$ cat config.mk
export PLATFORM = sky130hd
export DESIGN_NAME = ratio_quota_subflow_scheduler
export DESIGN_NICKNAME = d
export VERILOG_FILES = /design/src/sv/rqss_pkg.sv /design/src/sv/ratio_quota_subflow_scheduler.sv /design/src/sv/rqss_divider.sv
export VERILOG_INCLUDE_DIRS = /design/src /design/src/sv
export SDC_FILE = /design/constraint.sdc
export NUM_CORES = 1
export LEC_CHECK = 0
export BUFFER_PORTS_ARGS = -buffer_cell sky130_fd_sc_hd__buf_2
export CAP_MARGIN = 5
export CORE_MARGIN = 5
export CORE_UTILIZATION = 51
export CTS_CLUSTER_DIAMETER = 200
export DETAILED_ROUTE_END_ITERATION = 6
export PLACE_DENSITY = 0.65
export SYNTH_ARGS = -nofsm -noshare
export SYNTH_HDL_FRONTEND = slang
export SYNTH_HIERARCHICAL = 1
export SYNTH_SLANG_ARGS = --single-unit
$ cat constraint.sdc
create_clock -name i_clk -period 10.13 [get_ports i_clk]
set_clock_uncertainty 0.15 [all_clocks]
set_input_delay 2.026 -clock i_clk [delete_from_list [all_inputs] [get_ports i_clk]]
set_output_delay 2.026 -clock i_clk [all_outputs]
set_load 0.005 [all_outputs]
$ cat src/sv/assert_macros.svh
// Assertion helpers used by the scheduler RTL.
`ifndef ASSERT_MACROS_SVH
`define ASSERT_MACROS_SVH

// Same-cycle implication, disabled during reset.
`define RQSS_ASSERT_IMP(lbl, clk, rst_n, pre, post) \
    lbl: assert property (@(posedge clk) disable iff (!(rst_n)) (pre) |-> (post)) \
        else $error("%m: assertion failed");

// Next-cycle implication, disabled during reset.
`define RQSS_ASSERT_NXT(lbl, clk, rst_n, pre, post) \
    lbl: assert property (@(posedge clk) disable iff (!(rst_n)) (pre) |=> (post)) \
        else $error("%m: assertion failed");

`endif

$ cat src/sv/rqss_pkg.sv
`default_nettype none
package rqss_pkg;

    localparam int MASK_BITS     = 8;
    localparam int NUM_PATHS_DEF = 8;
    localparam int QUOTA_W       = 8;
    localparam int LEN_W         = 16;
    localparam int DIV_W         = LEN_W + 1;
    localparam int DIV_CNT_W     = $clog2(DIV_W + 1);
    localparam int PATH_W        = 3;
    localparam int LIMIT_W       = 24;
    localparam int CFG_IDX_W     = 2;
    localparam int CFG_DATA_W    = 8;

    localparam logic [QUOTA_W-1:0] QUOTA_MAX     = 8'd255;
    localparam logic [QUOTA_W-1:0] TOTAL_RESET   = 8'd100;
    localparam logic [QUOTA_W-1:0] SHARE_RESET   = 8'd0;

    localparam logic [CFG_IDX_W-1:0] CFG_TOTAL_SEGMENTS = 2'd0;
    localparam logic [CFG_IDX_W-1:0] CFG_FLOW_ONE_SHARE = 2'd1;

    typedef struct packed {
        logic busy;
        logic done;
    } t_div_status;

endpackage
`default_nettype wire

$ cat src/sv/ratio_quota_subflow_scheduler.sv
// Ratio quota path scheduler, one segment per request.
// Input channel i_valid/o_ready carries eligible and send-ready masks, the
// segment length and the path MSS. Output channel o_valid/i_ready returns
// found, chosen_path and send_limit: exactly one result per request.
// Config: i_cfg_we writes i_cfg_data into total_segments (index 0) or
// flow_one_share (index 1) at the clock edge; write only while idle.
// Flow: a scan checks one path at a time (up to 8), then a decision step;
// a round restart adds a second scan and decision. Segments longer than
// the MSS get their segment count from the divider: a start, one shift
// per quotient bit of the 17-bit dividend and a hand-off. Then an update
// step (quota add and the split-by-MSS multiply) and an output step.
// One request is in work at a time; o_ready is high only while idle, and
// a new request may enter while the previous result is still held.
// Reset (i_rst_n low, synchronous) clears all quotas and the active share,
// loads the register reset values and empties the output register.
// When the receiver stalls, the result holds in the output register and a
// finished computation waits until that register frees.
`default_nettype none
module ratio_quota_subflow_scheduler
    import rqss_pkg::*;
#(
    parameter int NUM_PATHS = NUM_PATHS_DEF
) (
    input  wire logic                  i_clk,
    input  wire logic                  i_rst_n,
    input  wire logic                  i_valid,
    output logic                       o_ready,
    input  wire logic [MASK_BITS-1:0]  i_eligible_mask,
    input  wire logic [MASK_BITS-1:0]  i_send_ready_mask,
    input  wire logic [LEN_W-1:0]      i_segment_length,
    input  wire logic [LEN_W-1:0]      i_path_mss,
    output logic                       o_valid,
    input  wire logic                  i_ready,
    output logic                       o_found,
    output logic [PATH_W-1:0]          o_chosen_path,
    output logic [LIMIT_W-1:0]         o_send_limit,
    input  wire logic                  i_cfg_we,
    input  wire logic [CFG_IDX_W-1:0]  i_cfg_index,
    input  wire logic [CFG_DATA_W-1:0] i_cfg_data
);

    localparam int IDX_W    = (NUM_PATHS > 1) ? $clog2(NUM_PATHS) : 1;
    localparam int SCAN_LEN = (NUM_PATHS < MASK_BITS) ? NUM_PATHS : MASK_BITS;

    typedef enum logic [2:0] {
        S_IDLE, S_SCAN, S_CHECK, S_DIV, S_UPDATE, S_DONE
    } t_state;

    t_state               r_state;
    logic [QUOTA_W-1:0]   r_total;
    logic [QUOTA_W-1:0]   r_flow_one;
    logic [QUOTA_W-1:0]   r_active;
    logic [QUOTA_W-1:0]   r_quota [NUM_PATHS];
    logic [MASK_BITS-1:0] r_elig;
    logic [MASK_BITS-1:0] r_send_rdy;
    logic [LEN_W-1:0]     r_len;
    logic [LEN_W-1:0]     r_mss;
    logic [IDX_W-1:0]     r_idx;
    logic [IDX_W-1:0]     r_pick;
    logic                 r_pick_v;
    logic                 r_cons;
    logic                 r_notfull;
    logic                 r_pass;
    logic [QUOTA_W-1:0]   r_split;
    logic [QUOTA_W-1:0]   r_add;
    logic                 r_found;
    logic [LIMIT_W-1:0]   r_limit;
    logic                 r_div_start;
    logic                 r_out_valid;
    logic                 r_out_found;
    logic [PATH_W-1:0]    r_out_path;
    logic [LIMIT_W-1:0]   r_out_limit;

    logic [IDX_W-1:0]   rd_addr;
    logic [QUOTA_W-1:0] q;
    logic [QUOTA_W-1:0] share;
    logic [31:0]        idx_ext;
    logic [31:0]        pick_ext;
    logic [31:0]        elig_ext;
    logic               cur_elig;
    logic               pick_rdy;
    logic               all_full;
    logic [QUOTA_W:0]   quota_sum;
    logic [QUOTA_W-1:0] quota_sat;
    logic [QUOTA_W-1:0] add_sat;
    logic [DIV_W-1:0]   dividend;
    logic [DIV_W-1:0]   quotient;
    logic [LEN_W-1:0]   mss_in;
    t_div_status        div_status;

    always_comb begin
        rd_addr   = (r_state == S_UPDATE) ? r_pick : r_idx;
        q         = r_quota[rd_addr];
        share     = r_idx[0] ? (r_total - r_active) : r_active;
        idx_ext   = 32'(r_idx);
        pick_ext  = 32'(r_pick);
        elig_ext  = 32'(r_elig);
        cur_elig  = r_elig[idx_ext[2:0]];
        pick_rdy  = r_send_rdy[pick_ext[2:0]];
        all_full  = r_cons && !r_notfull;
        quota_sum = {1'b0, q} + {1'b0, r_add};
        quota_sat = quota_sum[QUOTA_W] ? QUOTA_MAX : quota_sum[QUOTA_W-1:0];
        add_sat   = (|quotient[DIV_W-1:QUOTA_W]) ? QUOTA_MAX : quotient[QUOTA_W-1:0];
        dividend  = {1'b0, r_len} + {1'b0, r_mss} - DIV_W'(1);
        mss_in    = (i_path_mss == '0) ? LEN_W'(1) : i_path_mss;
    end

    rqss_divider u_div (
        .i_clk      (i_clk),
        .i_rst_n    (i_rst_n),
        .i_start    (r_div_start),
        .i_dividend (dividend),
        .i_divisor  (r_mss),
        .o_quotient (quotient),
        .o_status   (div_status)
    );

    always_ff @(posedge i_clk) begin
        if (!i_rst_n) begin
            r_state     <= S_IDLE;
            r_total     <= TOTAL_RESET;
            r_flow_one  <= SHARE_RESET;
            r_active    <= '0;
            r_div_start <= 1'b0;
            r_out_valid <= 1'b0;
            for (int i = 0; i < NUM_PATHS; i++) begin
                r_quota[i] <= '0;
            end
        end else begin
            if (i_cfg_we) begin
                case (i_cfg_index)
                    CFG_TOTAL_SEGMENTS: r_total    <= i_cfg_data;
                    CFG_FLOW_ONE_SHARE: r_flow_one <= i_cfg_data;
                    default: ;
                endcase
            end
            if (r_out_valid && i_ready && r_state != S_DONE) begin
                r_out_valid <= 1'b0;
            end
            case (r_state)
                S_IDLE: begin
                    if (i_valid) begin
                        r_elig     <= i_eligible_mask;
                        r_send_rdy <= i_send_ready_mask;
                        r_len      <= i_segment_length;
                        r_mss      <= mss_in;
                        r_idx      <= '0;
                        r_pass     <= 1'b0;
                        r_pick_v   <= 1'b0;
                        r_cons     <= 1'b0;
                        r_notfull  <= 1'b0;
                        r_state    <= S_SCAN;
                    end
                end
                S_SCAN: begin
                    if (cur_elig && share != '0 && q != '0 && q < share) begin
                        r_cons    <= 1'b1;
                        r_notfull <= 1'b1;
                        r_pick    <= r_idx;
                        r_pick_v  <= 1'b1;
                        r_split   <= share - q;
                        r_state   <= S_CHECK;
                    end else begin
                        if (cur_elig) begin
                            r_cons <= 1'b1;
                            if (share != '0 && q == '0) begin
                                r_notfull <= 1'b1;
                                r_pick    <= r_idx;
                                r_pick_v  <= 1'b1;
                                r_split   <= share;
                            end
                        end
                        if (r_idx == IDX_W'(SCAN_LEN - 1)) begin
                            r_state <= S_CHECK;
                        end else begin
                            r_idx <= r_idx + 1'b1;
                        end
                    end
                end
                S_CHECK: begin
                    if (all_full && !r_pass) begin
                        for (int i = 0; i < NUM_PATHS; i++) begin
                            if (i < MASK_BITS && elig_ext[i[4:0]]) begin
                                r_quota[i] <= '0;
                            end
                        end
                        r_active  <= r_flow_one;
                        r_pass    <= 1'b1;
                        r_idx     <= '0;
                        r_pick_v  <= 1'b0;
                        r_cons    <= 1'b0;
                        r_notfull <= 1'b0;
                        r_state   <= S_SCAN;
                    end else if (all_full || !r_pick_v || !pick_rdy) begin
                        r_found <= 1'b0;
                        r_limit <= '0;
                        r_state <= S_DONE;
                    end else if (r_len > r_mss) begin
                        r_div_start <= 1'b1;
                        r_state     <= S_DIV;
                    end else begin
                        r_add   <= QUOTA_W'(1);
                        r_state <= S_UPDATE;
                    end
                end
                S_DIV: begin
                    r_div_start <= 1'b0;
                    if (div_status.done) begin
                        r_add   <= add_sat;
                        r_state <= S_UPDATE;
                    end
                end
                S_UPDATE: begin
                    r_quota[r_pick] <= quota_sat;
                    r_found         <= 1'b1;
                    r_limit         <= LIMIT_W'(r_split) * LIMIT_W'(r_mss);
                    r_state         <= S_DONE;
                end
                S_DONE: begin
                    if (!r_out_valid || i_ready) begin
                        r_out_valid <= 1'b1;
                        r_out_found <= r_found;
                        r_out_path  <= r_found ? pick_ext[PATH_W-1:0] : '0;
                        r_out_limit <= r_limit;
                        r_state     <= S_IDLE;
                    end
                end
                default: r_state <= S_IDLE;
            endcase
        end
    end

    assign o_ready       = (r_state == S_IDLE);
    assign o_valid       = r_out_valid;
    assign o_found       = r_out_found;
    assign o_chosen_path = r_out_path;
    assign o_send_limit  = r_out_limit;

`include "assert_macros.svh"

    `RQSS_ASSERT_IMP(a_idle_div_quiet, i_clk, i_rst_n, o_ready, !div_status.busy)
    `RQSS_ASSERT_IMP(a_div_done_in_div, i_clk, i_rst_n, div_status.done, r_state == S_DIV)
    `RQSS_ASSERT_IMP(a_miss_zero, i_clk, i_rst_n, o_valid && !o_found, o_send_limit == '0 && o_chosen_path == '0)
    `RQSS_ASSERT_NXT(a_accept_busy, i_clk, i_rst_n, i_valid && o_ready, !o_ready)

endmodule
`default_nettype wire

$ cat src/sv/rqss_divider.sv
`default_nettype none
module rqss_divider
    import rqss_pkg::*;
(
    input  wire logic             i_clk,
    input  wire logic             i_rst_n,
    input  wire logic             i_start,
    input  wire logic [DIV_W-1:0] i_dividend,
    input  wire logic [LEN_W-1:0] i_divisor,
    output logic      [DIV_W-1:0] o_quotient,
    output t_div_status           o_status
);

    logic [LEN_W-1:0]     r_rem;
    logic [DIV_W-1:0]     r_quo;
    logic [LEN_W-1:0]     r_div;
    logic [DIV_CNT_W-1:0] r_cnt;
    logic                 r_busy;
    logic                 r_done;

    logic [DIV_W-1:0] w;
    logic [DIV_W-1:0] diff;
    logic             ge;
    logic [LEN_W-1:0] n_rem;

    always_comb begin
        w     = {r_rem, r_quo[DIV_W-1]};
        ge    = (w >= {1'b0, r_div});
        diff  = w - {1'b0, r_div};
        n_rem = ge ? diff[LEN_W-1:0] : w[LEN_W-1:0];
    end

    always_ff @(posedge i_clk) begin
        if (!i_rst_n) begin
            r_busy <= 1'b0;
            r_done <= 1'b0;
            r_cnt  <= '0;
        end else begin
            if (i_start) begin
                r_busy <= 1'b1;
                r_done <= 1'b0;
                r_cnt  <= '0;
                r_rem  <= '0;
                r_quo  <= i_dividend;
                r_div  <= i_divisor;
            end else if (r_busy) begin
                r_rem  <= n_rem;
                r_quo  <= {r_quo[DIV_W-2:0], ge};
                r_cnt  <= r_cnt + 1'b1;
                r_done <= (r_cnt == DIV_CNT_W'(DIV_W - 1));
                if (r_cnt == DIV_CNT_W'(DIV_W - 1)) begin
                    r_busy <= 1'b0;
                end
            end else begin
                r_done <= 1'b0;
            end
        end
    end

    assign o_quotient    = r_quo;
    assign o_status.busy = r_busy;
    assign o_status.done = r_done;

endmodule
`default_nettype wire
Word level (Yosys, flattened, before mapping)
Memory sizes are Yosys's and may differ from the RTL's. Index checks and enable logic that the tools add are counted.

$add $sub $neg: 8. Multipliers: 1. Reduce and logical (&&, ||, !) cells: 48. $lt $le $gt $ge: 5. Eq/ne operators: 23. Bitwise logic cells: 10. Multiplexer cells: 119.

Operators by type and width (count): 2-to-1 mux 8 bit (19); 2-to-1 mux 1 bit (66); 2-to-1 mux 3 bit (17); 2-to-1 mux 24 bit (2); one-hot mux 24 bit (2 select lines) (1); 2-to-1 mux 17 bit (2); 2-to-1 mux 16 bit (2); multiplier 8 x 16 -> 24 bit (1); != test 2 bit, second input constant (10); AND reduction 4 bit (5); one-hot mux 3 bit (6 select lines) (1); AND reduction 6 bit (3); adder 16 x 16 -> 17 bit (1); greater-or-equal comparator 17 x 16 -> 1 bit (1); subtractor 17 x 1 -> 17 bit, second input constant (1); > comparator 16 bit (1); zero test 16 bit (1); one-hot mux 8 bit (2 select lines) (1); nonzero test 8 bit (2); subtractor 16 bit (1); subtractor 8 bit (2); != test 3 bit, second input constant (4); nonzero test 2 bit (6); AND reduction 2 bit (5); 30 further kinds (59).

Register bits: 211. Memories kept: 1. Bits of input ports: 63. Memory bits (writable): 64. Word-level logic and storage cells: 243.

Memory list: r_quota (words 8, bits a word 8, rd ports 1, clocked after Yosys merged registers in 0, wr ports 8, line ratio_quota_subflow_scheduler.sv:53) `logic [QUOTA_W-1:0] r_quota [NUM_PATHS];`.

Logic depth before layout (Yosys ltp)
Gate-level depths: netlist of the first run.

Word-level depth: 9. Gate-level depth with buffers: 23.

Hierarchy
The synthesis of the first run kept the hierarchy.

Modules (own cells, without submodules): ratio_quota_subflow_scheduler (area an instance 15292.2 um2, sequential area each 6286.0 um2, cells an instance 1491, instances 1); rqss_divider (area an instance 3235.6 um2, sequential area each 1611.5 um2, cells an instance 292, instances 1).

Least setup slack after synthesis of the first run
No wires, ideal clock.

Kind: register -> register. Start: register r_split[7]. End: register r_limit[23] (data pin). Data arrival time: 4.971 ns. Library setup time: 0.263 ns. Period minus slack after synthesis: 5.384 ns. Cell stages (with the launch flop): 18. Path buffers: 1. Setup slack: 4.746 ns. Cell sequence: edfxtp_1 > clkbuf_1 > and2_1 > fa_1 > fa_1 > fa_1 > inv_1 > fa_1 > inv_1 > ha_1 > and3_1 > a221o_1 > o32a_1 > o31ai_1 > o21ai_0 > o41ai_1 > o21ai_0 > mux2i_1.

Word-level cells in the longest chain between the ends: 2.

RTL lines: from (decl) (line ratio_quota_subflow_scheduler.sv:64) `logic [QUOTA_W-1:0] r_split;`; from (signal assigned) (line ratio_quota_subflow_scheduler.sv:161) `r_split <= share - q;`; from (signal assigned) (line ratio_quota_subflow_scheduler.sv:170) `r_split <= share;`; multiplier 8 x 16 -> 24 bit (line ratio_quota_subflow_scheduler.sv:216) `r_limit <= LIMIT_W'(r_split) * LIMIT_W'(r_mss);`; one-hot mux 24 bit (2 select lines) (line ratio_quota_subflow_scheduler.sv:140) `case (r_state)`; to (signal assigned) (line ratio_quota_subflow_scheduler.sv:216); to (decl) (line ratio_quota_subflow_scheduler.sv:67) `logic [LIMIT_W-1:0] r_limit;`.

Every way passes these cells. A chain may end at the register's enable or synchronous reset.

Worst setup path after layout of the first run
Start: register r_split[4]. End: register r_limit[23] (data pin).

Same word-level chain as after synthesis.

==> results of run 1 <==
sequential cells by signal, indices dropped and copies added (netlist names), 8 cells and up:
signal and count:
u_div/o_quotient 17, r_mss 16, r_limit 24, r_split 8, r_active 8, r_elig 8
r_add 8, r_total 8, o_send_limit 24, r_send_rdy 8, u_div/r_rem 16, r_len 16
r_quota 64, r_flow_one 8, u_div/r_div 16
where the power goes:
group	internal [mW]	total, mW	switching, mW
registers	1.27	1.30	0.0358
clock network	0.698	1.18	0.477
logic	0.439	1.04	0.598
total	2.40	3.51	1.11
cell usage in the layout (no fill, tap or decap), types with 29 or more instances in the layout:
master	n
clkbuf_16	31
and2_1	126
edfxtp_1	239
nand3_1	29
nand2_1	123
fa_1	89
a21oi_1	70
xnor2_1	35
buf_2	92
inv_1	225
o21ai_0	40
nor2_1	169
ha_1	134
nor3_1	34
dfxtp_1	36
per-layer routing:
layer,global-route usage [%],vias to the layer above
li1,-,6295
met1,27.1,6434
met2,37.8,351
met3,3.33,70
met4,5.63,0
met5,0,-
path summary, 6_finish.rpt:
check                            startpoint          endpoint  slack [ns]
worst max register to register   r_split[4]       r_limit[23]        4.27
worst max-delay path             r_split[4]       r_limit[23]        4.27
worst min register to register  r_limit[16]  o_send_limit[16]        0.27
worst min-delay path            r_limit[16]  o_send_limit[16]        0.27
stage by stage:
stage	utilization, %	area [µm²]	hold WS, ns	cells	power [mW]
floorplan	-	18500	0.250	1782	2.10
global placement	54.3	19400	0.254	2283	2.34
detailed placement	54.3	19400	0.255	2283	2.36
CTS	57.3	20500	0.266	2341	3.54
global route	57.3	20500	0.279	2341	3.74
finish	57.3	20500	0.268	2341	3.51
area by class of cell:
class                      count  area [µm²]  area share [%]
inverter                     227         852            4.16
clock buffer                  43         861            4.20
timing repair buffer         112         611            2.98
multi-input combinational   1208        9470            46.3
clock inverter                15         206            1.01
sequential                   275        7900            38.6
tap                          461         577            2.82
==> metrics.md, run 1 <==
| Metric | Value |
|---|---|
| Initial core utilization | `51.8%` |
| Antenna Violating Nets Remaining | `0` |
| # IOs | `93` |
| Worst-path fanout max | `16` |
| Crit. End Element | `register` |
| Syn_nets | `2068` |
| Die Y | `201 µm` |
| Post-Syn Instances | `1782` |
| Leakage dissipation | `8.60 nW` |
| CP Depth | `16` |
| CTS Sinks | `275` |
| Chip Width | `201 µm` |
| TNS Setup | `0 ns` |
| WP buf/inv | `2` |
| Number of max-cap violations | `0` |
| Endpoints failing hold | `0` |
| Cell Area, Synth | `18500 µm²` |
| Met3 WL | `2420 µm` |
| WS Path Type | `register to register` |
| Worst Path Required | `10.32 ns` |
| Number of nets in the layout | `2141` |
| Synth warnings | `6` |
| Most used cell, CP | `fa_1` |
| Setup-failing EPs final | `0` |
| Vias per cell | `5.62` |
| Later-pin clock latency in the skew report | `0.60 ns` |
| Worst EP arrival | `6.05 ns` |
| Met2 WL | `21600 µm` |
| Hold path depth | `0` |
| Antenna violations before repair | `0` |
| Avg Cell Area, Syn | `10.4 µm²` |
| Pwr per Cell Area | `172 nW/µm²` |
| Maximum vdd drop | `0.157 mV` |
| Final Slew Violations | `0` |
| Area Overhead vs Synth | `10.6%` |
| Max frequency | `171 MHz` |
| Final Cycle Share | `57.8%` |
| Initial DRC count | `1025` |
| R2R cell count | `16` |
| Fin crit period | `5.86 ns` |
| Clk slew on worst S/H paths | `0.06 ns` |
| Drt pass-1 iters | `6` |
| Via count | `13200` |
| H-tree Lvls | `1` |
| HPWL Detailed | `31600 µm` |
| Post-route DRC | `0` |
| Die ar. | `40200 µm²` |
| Grt ovf | `0` |
| Fillers | `3119` |
| Total GRT Usage | `21.2%` |
| Crit-path max cell delay | `0.62 ns` |
| Site Rows | `69` |
| Hold-fix buffers, CTS | `0` |
| Wirelength per Cell | `18.4 µm` |
| DR top layer | `met4` |
| RSZ-0062 raised after global routing | `false` |
| Post-cts resize count | `0` |
| Worst-case clock buffer depth | `3` |
| Min-Delay Path Class | `register to register` |
| Setup slack after layout | `4.27 ns` |
| Top delay family on crit path | `adder cells` |
| First-pass GRT wire length | `69600 µm` |
| Crit path cell chain | `and2_1 -> fa_1 -> fa_1 -> fa_1 -> inv_1 -> fa_1 -> inv_1 -> ha_1 -> and3_1 -> a221o_1 -> o32a_1 -> o31ai_1 -> o21ai_0 -> o41ai_1 -> o21ai_0 -> mux2i_1` |
| Relative slew slack | `22.3%` |
| Status | `complete, no violations` |
| RePlAce Congestion | `0.915` |
| Startpoint Class | `register` |
| CP max stage cell | `edfxtp_1` |
| Core Region | `35700 µm²` |
| Number of port buffers | `92` |
| Number of global-route vias before repair | `13400` |
| DRT met1 WL | `18000 µm` |
| # Post-CTS Setup Buffers | `0` |
| Layout cells sized above 1 | `11.2%` |
| Cts bufs inserted | `31` |
| Post-Route WL | `43100 µm` |
| CTS root buffer | `clkbuf_16` |
| CTS tree | `built` |
| Antenna Cells | `0` |
| Worst-Margin Slew | `1.16 ns` |
| Largest net degree at the start of global routing | `39` |
| Pre-CTS WS | `4.31 ns` |
Note: power is estimated with default switching activity, not from simulation.
==> run 2, diff against run 1 <==
--- a/config.mk
+++ b/config.mk
@@ -6,6 +6,7 @@
 export SDC_FILE = /design/constraint.sdc
 export NUM_CORES = 1
 export LEC_CHECK = 0
+export ABC_AREA = 1
 export BUFFER_PORTS_ARGS = -buffer_cell sky130_fd_sc_hd__buf_2
 export CAP_MARGIN = 5
 export CORE_MARGIN = 5
==> constraint.sdc (replaced) <==
create_clock -name i_clk -period 5.57 [get_ports i_clk]
set_clock_uncertainty 0.15 [all_clocks]
set_input_delay 1.114 -clock i_clk [delete_from_list [all_inputs] [get_ports i_clk]]
set_output_delay 1.114 -clock i_clk [all_outputs]
set_load 0.005 [all_outputs]
==> run 2 against run 1 <==
Against the previous run: global-route usage is 0.89 points higher; non-clock buffer count is 4 higher; combinational power is 150% higher; synthesized cell count is 32% higher; largest power group is now combinational logic; critical path depth is 3 higher; fmax is 11% higher.
==> metrics.md, run 2 <==
| Metric | Value |
|---|---|
| Worst r2r src | `r_split[7]` |
| Crit path cell chain | `nand2_1 -> inv_1 -> fa_1 -> inv_1 -> fa_1 -> inv_1 -> fa_1 -> inv_1 -> fa_1 -> inv_1 -> ha_1 -> nand2_1 -> nor4_2 -> nand4_1 -> nand3_1 -> nand2_1 -> nand2_1 -> o21ai_0 -> a21oi_1` |
| Syn_nets | `2634` |
| Final Cycle Share | `94.7%` |
| Combinational fraction of design power | `37.0%` |
| HPWL Detailed | `34900 µm` |
| Pwr per Cell Area | `325 nW/µm²` |
| First-pass GRT wire length | `74500 µm` |
| Pint | `4.30 mW` |
| Placed instance area | `20400 µm²` |
| Relative slew slack | `20.7%` |
| Most used cell, CP | `inv_1` |
| Maximum vdd drop | `0.276 mV` |
| Vias per cell | `5.05` |
| R2R cell count | `19` |
| Drt pass-1 iters | `5` |
| CTS tree | `built` |
| Most common cell after layout, fill and taps aside | `inv_1` |
| Post-Layout Inst Area | `21400 µm²` |
| Worst-path fanout max | `16` |
| Grt ovf | `0` |
| Die ar. | `42300 µm²` |
| Total GRT Usage | `22.1%` |
| CP max stage cell | `edfxtp_1` |
| H-tree Lvls | `1` |
| Biggest register | `r_quota` |
| R2r endpoint | `r_limit[23]` |
| Die Y | `206 µm` |
| Worst-case clock buffer depth | `3` |
| Start point of the critical path | `r_split[7]` |
| WS Path Type | `register to register` |
| Cell Area, Synth | `19500 µm²` |
| Number of max-cap violations | `0` |
| Status | `complete, no violations` |
| Site Rows | `71` |
| Seq pwr share | `35.6%` |
| Crit-path max cell delay | `0.65 ns` |
| Later-pin clock latency in the skew report | `0.59 ns` |
| RePlAce Congestion | `0.894` |
| Fin crit period | `5.27 ns` |
| Clk slew on worst S/H paths | `0.07 ns` |
| Endpoints failing hold | `0` |
| Wirelength per Cell | `15.4 µm` |
| # IOs | `93` |
| Avg Cell Area, Syn | `8.31 µm²` |
| CP endpoint | `r_limit[23]` |
| Number of global-route vias before repair | `14900` |
| Most frequent cells in the layout | `565 x inv_1, 546 x nand2_1, 239 x edfxtp_1` |
| Worst EP arrival | `5.56 ns` |
| Chip Width | `206 µm` |
| Setup slack, reg-to-reg | `0.30 ns` |
| Antenna Violating Nets Remaining | `0` |
| Cts bufs inserted | `30` |
| Core Region | `37800 µm²` |
| Number of port buffers | `92` |
| Layout cells sized above 1 | `10.2%` |
| Leakage dissipation | `11.1 nW` |
| Max frequency | `190 MHz` |
| Initial DRC count | `976` |
| Final Slew Violations | `0` |
| Min-Delay Path Class | `register to register` |
| Post-Syn Instances | `2348` |
| Area Overhead vs Synth | `9.56%` |
| Post-route DRC | `0` |
| RSZ-0062 raised after global routing | `false` |
| Via count | `14900` |
| Number of nets in the layout | `2704` |
| CTS Sinks | `275` |
| Startpoint Class | `register` |
| Crit. End Element | `register` |
| Clock network power share | `27.4%` |
| Initial core utilization | `51.7%` |
| Switching pwr | `2.65 mW` |
| TNS Setup | `0 ns` |
| Post-Route WL | `45500 µm` |
| Max reg flops | `64` |
| Antenna violations before repair | `0` |
| Antenna Cells | `0` |
| CTS root buffer | `clkbuf_16` |
| Setup-failing EPs final | `0` |
| Largest net degree at the start of global routing | `46` |
| Worst Path Required | `5.85 ns` |
| Final hold slack | `0.267 ns` |
| Worst-Margin Slew | `1.19 ns` |
| Switching Share | `38.1%` |
| Synth warnings | `6` |
run 2: cell count changes in the layout (fill, tap and decap cells not counted), sizes merged, moves of 28 or more:
cell   change
inv      +351
nand2    +447
and2     -126
xnor2     -28
o21ai     +38
nand3    +105
run 2: how the worst min path moves through the flow:
stage                     startpoint              end  cells past startpoint  slack (ns)
after global routing      r_limit[6]  o_send_limit[6]                      0        0.27
after floorplan           r_limit[0]  o_send_limit[0]                      0        0.25
after global placement    r_limit[1]  o_send_limit[1]                      0        0.25
after detailed placement  r_limit[0]  o_send_limit[0]                      0        0.25
final                     r_limit[6]  o_send_limit[6]                      0        0.27
after CTS                 r_limit[6]  o_send_limit[6]                      0        0.27
run 2: per-stage QoR:
step	util [%]	setup WS (ns)	power [mW]	cells
2_1_floorplan	-	0.643	4.42	2348
3_3_place_gp	54.0	0.279	5.02	2890
3_5_place_dp	54.0	0.247	5.07	2890
4_1_cts	56.5	0.225	7.00	2946
5_1_grt	56.7	0.0562	7.47	2953
6_report	56.7	0.296	6.95	2953
run 2: layer usage:
metal / track usage [%] / vias to the layer above / share of wire, %
met5: 0 / - / 0
met4: 6.65 / 0 / 3.3
met3: 2.77 / 92 / 4.9
met2: 40.0 / 397 / 51
met1: 27.6 / 6993 / 41
li1: - / 7419 / -
run 2: cell type report:
class                           instances  area (µm²)
Fill cell                            3480       16400
Inverter                              577        2170
Tap cell                              511         639
Sequential cell                       275        7900
Timing Repair Buffer                  116         641
Clock buffer                           34         766
Multi-Input combinational cell       1418        9100
Clock inverter                         22         178
run 2: what timing repair did:
item	CTS	global route
hold buffers	0	0
buffers inserted	0	7
endpoints found under the setup margin	0	2
resized for setup	0	3
run 2: power groups by stage:
stage	sequential [mW]	combinational, mW	clock [mW]
2_1_floorplan	2.47	1.94	0
3_3_place_gp	2.52	2.50	0
3_5_place_dp	2.52	2.54	0
4_1_cts	2.48	2.56	1.96
5_1_grt	2.49	2.94	2.04
6_report	2.48	2.57	1.90
run 2: critical path, delay by kind of cell (launching register included):
family / cells / cell delay (ns)
AO/OA/AOI/OAI: 2 / 0.23
flip-flops: 1 / 0.65
adder cells (fa/ha/maj): 5 / 2.56
AND/OR/NAND/NOR: 7 / 1.23
buffers and inverters: 5 / 0.29
==> run 3, diff against run 2 <==
--- a/config.mk
+++ b/config.mk
@@ -9,11 +9,13 @@
 export ABC_AREA = 1
 export BUFFER_PORTS_ARGS = -buffer_cell sky130_fd_sc_hd__buf_2
 export CAP_MARGIN = 5
+export CELL_PAD_IN_SITES_DETAIL_PLACEMENT = 1
+export CELL_PAD_IN_SITES_GLOBAL_PLACEMENT = 2
 export CORE_MARGIN = 5
-export CORE_UTILIZATION = 51
+export CORE_UTILIZATION = 39
 export CTS_CLUSTER_DIAMETER = 200
 export DETAILED_ROUTE_END_ITERATION = 6
-export PLACE_DENSITY = 0.65
+export PLACE_DENSITY = 0.79
 export SYNTH_ARGS = -nofsm -noshare
 export SYNTH_HDL_FRONTEND = slang
 export SYNTH_HIERARCHICAL = 1
==> run 3 against run 2 <==
Against the previous run: sequential power about the same; non-clock buffer count increased by 30; combinational power increased by 6%; register-to-register slack got worse by 0.02 ns; die area increased by 29%; routed wire length increased by 23%; clock-buffer cell count increased by 11; utilization decreased by 12 points; fmax decreased by 0.30%; total power increased by 9.2%; largest power group unchanged.
==> metrics.md, run 3 (synthesis gave the netlist of run 2 again) <==
| Metric | Value |
|---|---|
| RePlAce Congestion | `0.827` |
| Max frequency | `189 MHz` |
| Grt ovf | `0` |
| CTS Sinks | `275` |
| Pwr per Cell Area | `344 nW/µm²` |
| CTS tree | `built` |
| WS Path Type | `register to register` |
| Min-Delay Path Class | `register to register` |
| Die ar. | `54600 µm²` |
| Startpoint Class | `register` |
| Drt pass-1 iters | `4` |
| Relative slew slack | `22.2%` |
| Worst EP arrival | `5.54 ns` |
| Switching Share | `37.6%` |
| Layout cells sized above 1 | `11.5%` |
| Wirelength per Cell | `17.7 µm` |
| Status | `complete, no violations` |
| Hold path depth | `0` |
| Seq pwr share | `32.6%` |
| Biggest register | `r_quota` |
| Number of port buffers | `92` |
| Setup-failing EPs final | `0` |
| HPWL Detailed | `42800 µm` |
| # IOs | `93` |
| Most frequent cells in the layout | `565 x inv_1, 546 x nand2_1, 239 x edfxtp_1` |
| Hold_sp | `r_limit[0]` |
| Worst-case clock buffer depth | `3` |
| Clk slew on worst S/H paths | `0.06 ns` |
| Most used cell, CP | `inv_1` |
| CP max stage cell | `fa_1` |
| Max reg flops | `64` |
| Worst hold endpoint | `o_send_limit[0]` |
| Switching pwr | `2.86 mW` |
| Maximum vdd drop | `0.202 mV` |
| Die Y | `234 µm` |
| Top delay family on crit path | `adder cells` |
| Largest net degree at the start of global routing | `33` |
| Number of global-route vias before repair | `16400` |
| Pint | `4.73 mW` |
| Total GRT Usage | `20.6%` |
| DP Cell Count | `3059` |
| Setup slack, reg-to-reg | `0.28 ns` |
| Final Cycle Share | `95.0%` |
| Util after Layout | `44.3%` |
| Worst r2r src | `r_split[6]` |
| Via count | `15200` |
| Cts bufs inserted | `35` |
| Initial core utilization | `39.2%` |
| Antenna violations before repair | `0` |
| Post-Route WL | `55700 µm` |
| Post-route DRC | `0` |
| Crit. End Element | `register` |
| Number of max-cap violations | `0` |
| Crit path cell chain | `buf_4 -> nand2_1 -> inv_1 -> fa_1 -> inv_1 -> fa_1 -> inv_1 -> fa_1 -> inv_1 -> fa_1 -> inv_1 -> ha_1 -> nand2_1 -> nor4_2 -> nand4_1 -> nand3_1 -> nand2_1 -> nand2_1 -> o21ai_0 -> a21oi_1` |
| Later-pin clock latency in the skew report | `0.55 ns` |
| Worst Path Required | `5.82 ns` |
| Antenna Violating Nets Remaining | `0` |
| RSZ-0062 raised after global routing | `false` |
| First-pass GRT wire length | `88300 µm` |
| Most common cell after layout, fill and taps aside | `inv_1` |
| CTS root buffer | `clkbuf_16` |
| Final Non-Filler Cells | `3151` |
| Core Region | `49900 µm²` |
| Site Rows | `82` |
| Initial DRC count | `726` |
| R2r endpoint | `r_limit[23]` |
| Chip Width | `234 µm` |
| Antenna Cells | `0` |
| Endpoints failing hold | `0` |
| Combinational fraction of design power | `36.0%` |
| Area Overhead vs Synth | `13.2%` |
| Leakage dissipation | `11.4 nW` |
| Fin crit period | `5.29 ns` |
| Worst-path fanout max | `7` |
| Number of nets in the layout | `2739` |
| Vias per cell | `4.83` |
| Worst-Margin Slew | `1.16 ns` |
| Final Slew Violations | `0` |
| Crit-path max cell delay | `0.55 ns` |
| Clock network power share | `31.4%` |
| H-tree Lvls | `2` |
| R2R cell count | `20` |
| WP buf/inv | `6` |
run 3: repair_timing:
item,CTS,global route
gates resized for setup,0,2
endpoints found under the setup margin,0,6
buffers inserted,0,29
hold buffers,0,0
run 3: how the worst max path moves through the flow:
stage | startpoint | endpoint | depth (start not counted)
floorplan | r_split[7] | r_limit[20] | 21
global placement | r_split[7] | r_limit[23] | 19
detailed placement | r_split[7] | r_limit[23] | 19
CTS | r_split[3] | r_limit[23] | 17
global route | r_split[5] | r_limit[23] | 21
finish | r_split[6] | r_limit[23] | 20
run 3: stage by stage:
stage	power, mW	cell area, µm²	TNS, ns	hold WS [ns]	setup WS, ns
final	7.59	22100	0	0.263	0.280
after global routing	8.13	22100	0	0.279	0.0292
after CTS	7.67	21800	0	0.262	0.0484
after detailed placement	5.24	20600	0	0.255	0.0832
after global placement	5.17	20600	-0.00738	0.259	-0.00738
after floorplan	4.42	19500	0	0.250	0.643
run 3: cell type report:
| cell class | instances | area, µm² |
|---|---|---|
| Tap cell | 672 | 841 |
| Fill cell | 5949 | 27800 |
| Inverter | 577 | 2170 |
| Multi-Input combinational cell | 1418 | 9100 |
| Clock buffer | 45 | 987 |
| Clock inverter | 18 | 210 |
| Timing Repair Buffer | 146 | 888 |
| Sequential cell | 275 | 7900 |
run 3: metal layers:
metal	vias up	share of wire [%]	GRT usage, %
li1	7463	-	-
met3	75	3.0	2.32
met5	-	0	0
met2	205	51	37.8
met4	0	2.9	6.31
met1	7472	43	25.5
run 3: power groups by stage:
stage	Clock, mW	Sequential, mW	Combinational [mW]
finish	2.38	2.48	2.73
global route	2.53	2.49	3.11
CTS	2.44	2.49	2.74
detailed placement	0	2.53	2.71
global placement	0	2.52	2.65
floorplan	0	2.47	1.94
